==> src/rtl/bellman_ford_shortest_path_defines.svh <==
// ----------------------------------------------------------------------------
// Bellman-Ford shortest path: assertion macros
// Shared concurrent assertion helpers; clocked on clk, disabled in reset.
// ----------------------------------------------------------------------------
`ifndef BELLMAN_FORD_SHORTEST_PATH_DEFINES_SVH
`define BELLMAN_FORD_SHORTEST_PATH_DEFINES_SVH

// Consequent must hold in the same cycle as the antecedent
`define BFSP_ASSERT_SAME(lbl, ante, cons, msg) \
  lbl: assert property (@(posedge clk) disable iff (!rst_n) (ante) |-> (cons)) \
    else $error(msg);

// Consequent must hold in the cycle after the antecedent
`define BFSP_ASSERT_NEXT(lbl, ante, cons, msg) \
  lbl: assert property (@(posedge clk) disable iff (!rst_n) (ante) |=> (cons)) \
    else $error(msg);

`endif

==> src/rtl/bfsp_pkg.sv <==
// ----------------------------------------------------------------------------
// bfsp_pkg
// Shared constants, register indexes and controller/datapath interface types.
// ----------------------------------------------------------------------------
`default_nettype none

package bfsp_pkg;

  // Default sizing
  localparam int MAX_VERTICES_DEF = 64;
  localparam int MAX_EDGES_DEF    = 1024;

  // Fixed field widths
  localparam int VTX_FW      = 6;
  localparam int WT_W        = 16;
  localparam int DIST_W      = 32;
  localparam int EDGE_W      = 2 * VTX_FW + WT_W;
  localparam int IN_TDATA_W  = 32;
  localparam int OUT_FIELD_W = VTX_FW + DIST_W + VTX_FW + 2;
  localparam int OUT_TDATA_W = 48;

  // Configuration port
  localparam int CFG_AW = 1;
  localparam int CFG_DW = 7;
  localparam logic [CFG_AW-1:0] REG_VERTEX_COUNT = 1'b0;
  localparam logic [CFG_AW-1:0] REG_SOURCE       = 1'b1;
  localparam logic [CFG_DW-1:0] VERTEX_COUNT_RST = 7'd1;

  // Distance of a vertex not yet reached
  localparam logic [DIST_W-1:0] INF_DIST = 32'd99999999;

  // Commands from controller to datapath
  typedef struct packed {
    logic load_edge;  // store accepted edge if room
    logic run_start;  // clear edge/vertex index, pass counter, cycle flag
    logic init_wr;    // write initial distance/pred for current vertex
    logic idx_inc;    // next vertex
    logic edge_rd;    // read edge at current edge index
    logic dist_rd;    // read dist of tail and head
    logic relax;      // compare and update (or flag in check pass)
    logic adv;        // advance to next edge / next pass
    logic out_start;  // drop stored edges, rewind vertex index
    logic out_rd;     // read dist/pred of current vertex
    logic out_load;   // load result register
  } cmd_t;

  // Status from datapath to controller
  typedef struct packed {
    logic last_vtx;    // vertex index is the final one in use
    logic edge_empty;  // no edges stored
    logic edge_last;   // edge index is the final stored edge
    logic skip;        // current edge names a vertex out of range
    logic chk;         // current pass is the negative-cycle check
    logic out_free;    // result register can take a new result
  } sts_t;

endpackage

`default_nettype wire

==> src/rtl/bfsp_ctrl.sv <==
// ----------------------------------------------------------------------------
// bfsp_ctrl
// Controller: edge load, table init, relaxation passes, result readout.
// ----------------------------------------------------------------------------
`default_nettype none

module bfsp_ctrl
  import bfsp_pkg::*;
(
  input  wire logic clk,
  input  wire logic rst_n,
  input  wire logic in_tvalid,
  input  wire logic in_tlast,
  output logic      in_tready,
  input  wire sts_t sts,
  output cmd_t      cmd
);

  typedef enum logic [7:0] {
    ST_IDLE   = 8'b0000_0001,
    ST_INIT   = 8'b0000_0010,
    ST_PASS   = 8'b0000_0100,
    ST_E_RD   = 8'b0000_1000,
    ST_D_RD   = 8'b0001_0000,
    ST_UPD    = 8'b0010_0000,
    ST_OUT_RD = 8'b0100_0000,
    ST_OUT_WR = 8'b1000_0000
  } state_t;

  state_t state_r, state_nxt;
  logic   accept;

  assign in_tready = (state_r == ST_IDLE);
  assign accept    = in_tvalid && in_tready;

  // State register
  always_ff @(posedge clk) begin
    if (!rst_n) begin
      state_r <= ST_IDLE;
    end else begin
      state_r <= state_nxt;
    end
  end

  // Next state and commands
  always_comb begin
    state_nxt = state_r;
    cmd       = '0;
    unique case (state_r)
      ST_IDLE: begin
        if (accept) begin
          cmd.load_edge = 1'b1;
          if (in_tlast) begin
            cmd.run_start = 1'b1;
            state_nxt     = ST_INIT;
          end
        end
      end
      ST_INIT: begin
        cmd.init_wr = 1'b1;
        if (sts.last_vtx) begin
          state_nxt = ST_PASS;
        end else begin
          cmd.idx_inc = 1'b1;
        end
      end
      ST_PASS: begin
        if (sts.edge_empty) begin
          cmd.out_start = 1'b1;
          state_nxt     = ST_OUT_RD;
        end else begin
          state_nxt = ST_E_RD;
        end
      end
      ST_E_RD: begin
        cmd.edge_rd = 1'b1;
        state_nxt   = ST_D_RD;
      end
      ST_D_RD: begin
        if (sts.skip) begin
          cmd.adv = 1'b1;
          if (sts.edge_last && sts.chk) begin
            cmd.out_start = 1'b1;
            state_nxt     = ST_OUT_RD;
          end else begin
            state_nxt = ST_E_RD;
          end
        end else begin
          cmd.dist_rd = 1'b1;
          state_nxt   = ST_UPD;
        end
      end
      ST_UPD: begin
        cmd.relax = 1'b1;
        cmd.adv   = 1'b1;
        if (sts.edge_last && sts.chk) begin
          cmd.out_start = 1'b1;
          state_nxt     = ST_OUT_RD;
        end else begin
          state_nxt = ST_E_RD;
        end
      end
      ST_OUT_RD: begin
        cmd.out_rd = 1'b1;
        state_nxt  = ST_OUT_WR;
      end
      ST_OUT_WR: begin
        if (sts.out_free) begin
          cmd.out_load = 1'b1;
          if (sts.last_vtx) begin
            state_nxt = ST_IDLE;
          end else begin
            cmd.idx_inc = 1'b1;
            state_nxt   = ST_OUT_RD;
          end
        end
      end
      default: begin
        state_nxt = ST_IDLE;
      end
    endcase
  end

endmodule

`default_nettype wire

==> config.mk <==
export PLATFORM = sky130hd
export DESIGN_NAME = bfsp_ctrl
export DESIGN_NICKNAME = d
export VERILOG_FILES = /design/src/rtl/bellman_ford_shortest_path_defines.svh /design/src/rtl/bfsp_pkg.sv /design/src/rtl/bfsp_ctrl.sv
export SDC_FILE = /design/constraint.sdc
export NUM_CORES = 1
export LEC_CHECK = 0
export BUFFER_PORTS_ARGS = -buffer_cell sky130_fd_sc_hd__buf_2
export CORE_AREA = 10 10 47 49
export CTS_BUF_LIST = sky130_fd_sc_hd__clkbuf_4
export DETAILED_ROUTE_END_ITERATION = 8
export DIE_AREA = 0 0 57 59
export GPL_ROUTABILITY_DRIVEN = 0
export PLACE_DENSITY = 0.66
export SLEW_MARGIN = 20
export SYNTH_ARGS = -nofsm -noshare
export SYNTH_HDL_FRONTEND = slang
export SYNTH_SLANG_ARGS = --single-unit
==> constraint.sdc <==
create_clock -name clk -period 2 [get_ports clk]
set_input_delay 0.2 -clock clk [delete_from_list [all_inputs] [get_ports clk]]
set_output_delay 0.2 -clock clk [all_outputs]
set_load 0.1 [all_outputs]
After elaboration in Yosys (flattened, before gate mapping)
Cells that the tools add are included.
{"block": "op_classes", "reduce_logical": 3, "n_eq_ne": 12, "muxes": 28}
{"operator": "$pmux 8 s8", "n": 1}
{"operator": "$mux 8", "n": 4}
{"operator": "$mux 7", "n": 4}
{"operator": "$mux 1", "n": 13}
{"operator": "$eq 8x1->1 const B", "n": 1}
{"operator": "$eq 8x2->1 const B", "n": 1}
{"operator": "$eq 8x3->1 const B", "n": 1}
{"operator": "$eq 8x4->1 const B", "n": 1}
{"operator": "$eq 8x5->1 const B", "n": 1}
{"operator": "$eq 8x6->1 const B", "n": 1}
{"operator": "$eq 8x7->1 const B", "n": 1}
{"operator": "$eq 8x8->1 const B", "n": 1}
{"operator": "$mux 2", "n": 3}
{"operator": "$ne 2x2->1 const B", "n": 3}
{"operator": "$pmux 1 s2", "n": 2}
{"operator": "$reduce_and 4->1", "n": 1}
{"operator": "$pmux 1 s3", "n": 1}
{"operator": "$logic_and 1x1->1", "n": 2}
{"operator": "$ne 2x1->1 const B", "n": 1}
{"block": "totals", "output_inout_bits": 12, "inputBits": 10, "elab_cells": 44, "regBits": 8}

Longest topological paths before layout
{"block": "depth", "ltp_word": 4, "ltp_mapped": 6, "depth_no_buf": 5}

Worst setup path before layout
No wires, ideal clock.
{"block": "synth_timing", "kind": "register -> register", "startpoint": "reg state_r[4]", "endpoint": "reg state_r[0]", "setup_time_ns": 0.133, "path_stages_with_launch": 7, "required_ns": 1.867, "n_path_buf": 1, "setup_slack_ns": -2.551, "arrival_ns": 4.419, "cell_sequence": "dfxtp_1 > or4_1 > buf_2 > nor4_1 > nor4b_1 > nand4b_1 > a32oi_1"}
{"block": "synth_via", "elab_chain_len": 4, "elab_cells_between_ends": 15, "cone_classes": "12 x eq/ne; 1 x mux; 2 x reduce/logical"}
{"element": "start: declaration", "line_no": "bfsp_ctrl.sv:30", "source": "state_t state_r, state_nxt;"}
{"element": "start signal: assignment", "line_no": "bfsp_ctrl.sv:41", "source": "state_r <= state_nxt;"}
{"element": "$eq 8x1->1", "line_no": "bfsp_ctrl.sv:33, bfsp_ctrl.sv:49"}
{"element": "$logic_and 1x1->1", "line_no": "bfsp_ctrl.sv:34", "source": "assign accept = in_tvalid && in_tready;"}
{"element": "$ne 2x1->1 (no source line)"}
{"element": "$reduce_and 4->1 (no source line)"}
Several ways; a longest one is shown, not always the timed one.
A chain may end at the register's enable or synchronous reset.

==> reports/qor.txt <==
Status: finished, violations left
Failing checks: negative setup slack
Crit-path max cell delay: 0.56 ns
Leakage: 0.469 nW
Yosys top cell by area: dfxtp_1
Synth top area cells: dfxtp_1 (32%), nand2b_1 (9.9%), nor4_1 (7.4%)
Yosys top cell area share: 31.6%
Final wirelength: 2340 um
Cell Chain, Critical Path: or4_4, or4_4, clkinvlp_4, o21a_4, buf_12
Hold Crit Class: input pin to flop
Synth unique cells: 24
Num CTS Buffers: 3
ANT nets after route: 0
Pwr dens: 391 nW/um^2
# DRC: 0
Critical path class: flop to output pin
Largest net degree at the start of global routing: 8
Starting density of the core: 36.2%
Syn Nets: 71
WP data required: 1.80 ns
Relative slew slack: 76.2%
Die Height: 59 um
Worst setup EP type: output pin
Max reg flops: 8
Flops & latches, synth: 8
ANT cells: 0
Critical-path top delay cell: or4_4
Fin crit period: 2.22 ns
# IOs: 22
Clk buf depth: 2
Biggest regs: state_r (8)
Vias: 717
Vias in the first global route: 761
CTS Sinks: 8
Most used cell, CP: or4_4
Crit share post-route: 111%
Clk Tree Root Cell: clkbuf_4
Sum of buffers and inverters on the critical path: 2
Latest clock arrival within the worst-skew pair: 0.25 ns
IO buf count: 21
Core Rows: 14
Drt wl/cell: 18.6 um
Fillers: 68
Cts hold-fix bufs: 0
Clock Skews: 0.00159 ns
Post-Synthesis Cells: 61
Final hold violation count: 0
Max-cap violations: 0
Final Util: 86.4%
Grt ovf: 0
Mapped Avg Cell Area: 8.31 sq um
Sequential area share after synthesis: 31.6%
Slew @ Worst Pin: 0.355 ns
Area delta synth->final: 139%
Clock slew at reported path FFs: 0.05 ns
Post-DP HPWL: 1640 um
Commonest non-fill, non-tap cell in the layout: buf_4
Worst Path Arrival: 2.02 ns
Worst VDD drop: 534 uV
Commonest cells after routing, fill and taps aside: buf_4 (21), buf_12 (12), buf_2 (9)
Gr usage total: 13.0%
Setup WS post-layout: -0.217 ns
Top reg by flops: state_r
Detailed router's first-iteration violation count: 14
Vias/cell: 5.69
Nets@finish: 122
Core area: 1400 sq um
Initial antenna violation count: 0
Global-route wire length before repair: 3540 um
Worst path top cell family by delay: simple AND/OR/NAND/NOR gates
H-tree levels: 1
Endpoints failing setup: 11
Share of post-route cells with drive strength above 1: 69.1%
Chip width: 57 um
Die area: 3360 sq um
Max-slew violation count: 0
CTS tree: built
CP Max Fanout: 4
RSZ-0062 raised after global routing: true
First-pass DRT Iterations: 4
Synth warn: 0
Fmax: 451 MHz
CP startpoint kind: flop
Synthesized area: 507 sq um
Hold Slack: 0.219 ns
-- layout make-up --
type	count	area, sq um	area share (%)
well taps	16	20.0	1.65
flip-flops and latches	8	165	13.6
repair buffers	47	499	41.2
inverters	2	11.3	0.930
multi-input cells	50	493	40.7
clock buffers	3	22.5	1.86
-- through the flow --
step / total power [mW] / setup slack [ns] / cell area, sq um / setup TNS [ns] / instances
floorplan: 0.267 / -1.11 / 618 / -8.92 / 61
global placement: 0.333 / 0.0244 / 1020 / 0 / 112
detailed placement: 0.337 / -0.00792 / 1020 / -0.00792 / 112
CTS: 0.468 / -0.193 / 1140 / -1.11 / 122
global route: 0.487 / -0.253 / 1210 / -1.97 / 126
finish: 0.474 / -0.217 / 1210 / -1.28 / 126
-- path summary, 6_finish.rpt --
kind / startpoint / to / slack [ns] / cells past startpoint
max: state_r[5] / cmd[7] / -0.22 / 5
min: rst_n / state_r[0] / 0.22 / 2
max reg2reg: state_r[5] / state_r[0] / 0.01 / 6
min reg2reg: state_r[7] / state_r[2] / 0.70 / 3
-- Yosys cell counts (all sizes together) --
library cell and number:
a21oi 1, nor2 6, nand2b 8, or4 5
a32o 1, and2 4, nor4b 1, and3 1
nand3b 1, o21a 3, dfxtp 8, or2b 1
nand4b 1, o22ai 1, inv 2, a2111oi 1
nor4 7, a21boi 2, nand2 4, buf 1
a32oi 1, or3b 1
-- metal layers --
layer | track usage [%] | wire (um) | part of all wire [%] | vias up
li1 | - | - | - | 328
met1 | 12.7 | 834 | 36 | 350
met2 | 24.0 | 1250 | 53 | 37
met3 | 4.29 | 235 | 10 | 2
met4 | 6.04 | 21 | 0.90 | 0
met5 | 0 | 0 | 0 | -
-- what timing repair did --
item	CTS	global route
resized for setup	7	9
setup endpoints to repair	12	14
pin swaps	8	5
hold endpoints to repair	0	0
setup buffers	8	4
-- worst register-to-register path, cell delays in order, from the launching register on --
cell and delay, ns:
dfxtp_2 0.31, or4_4 0.56, or4_4 0.48, buf_4 0.16, nor4b_1 0.13, nand4b_1 0.11
a32oi_1 0.10
-- cells by family (layout without fill, tap and decap cells) --
kind of cell	after synthesis	in the layout	synth area share (%)
AND/OR/NAND/NOR	40	40	49.6
AO/OA/AOI/OAI	10	10	16.3
flip-flops	8	8	31.6
buffers and inverters	3	52	2.47
-- power breakdown --
part	switching, mW	internal (mW)	total, mW	leakage, nW
logic	0.110	0.0771	0.187	0.389
registers	0.00167	0.164	0.165	0.0660
clock network	0.0526	0.0685	0.121	0.0138
Note: power is estimated with default switching activity, not from simulation.
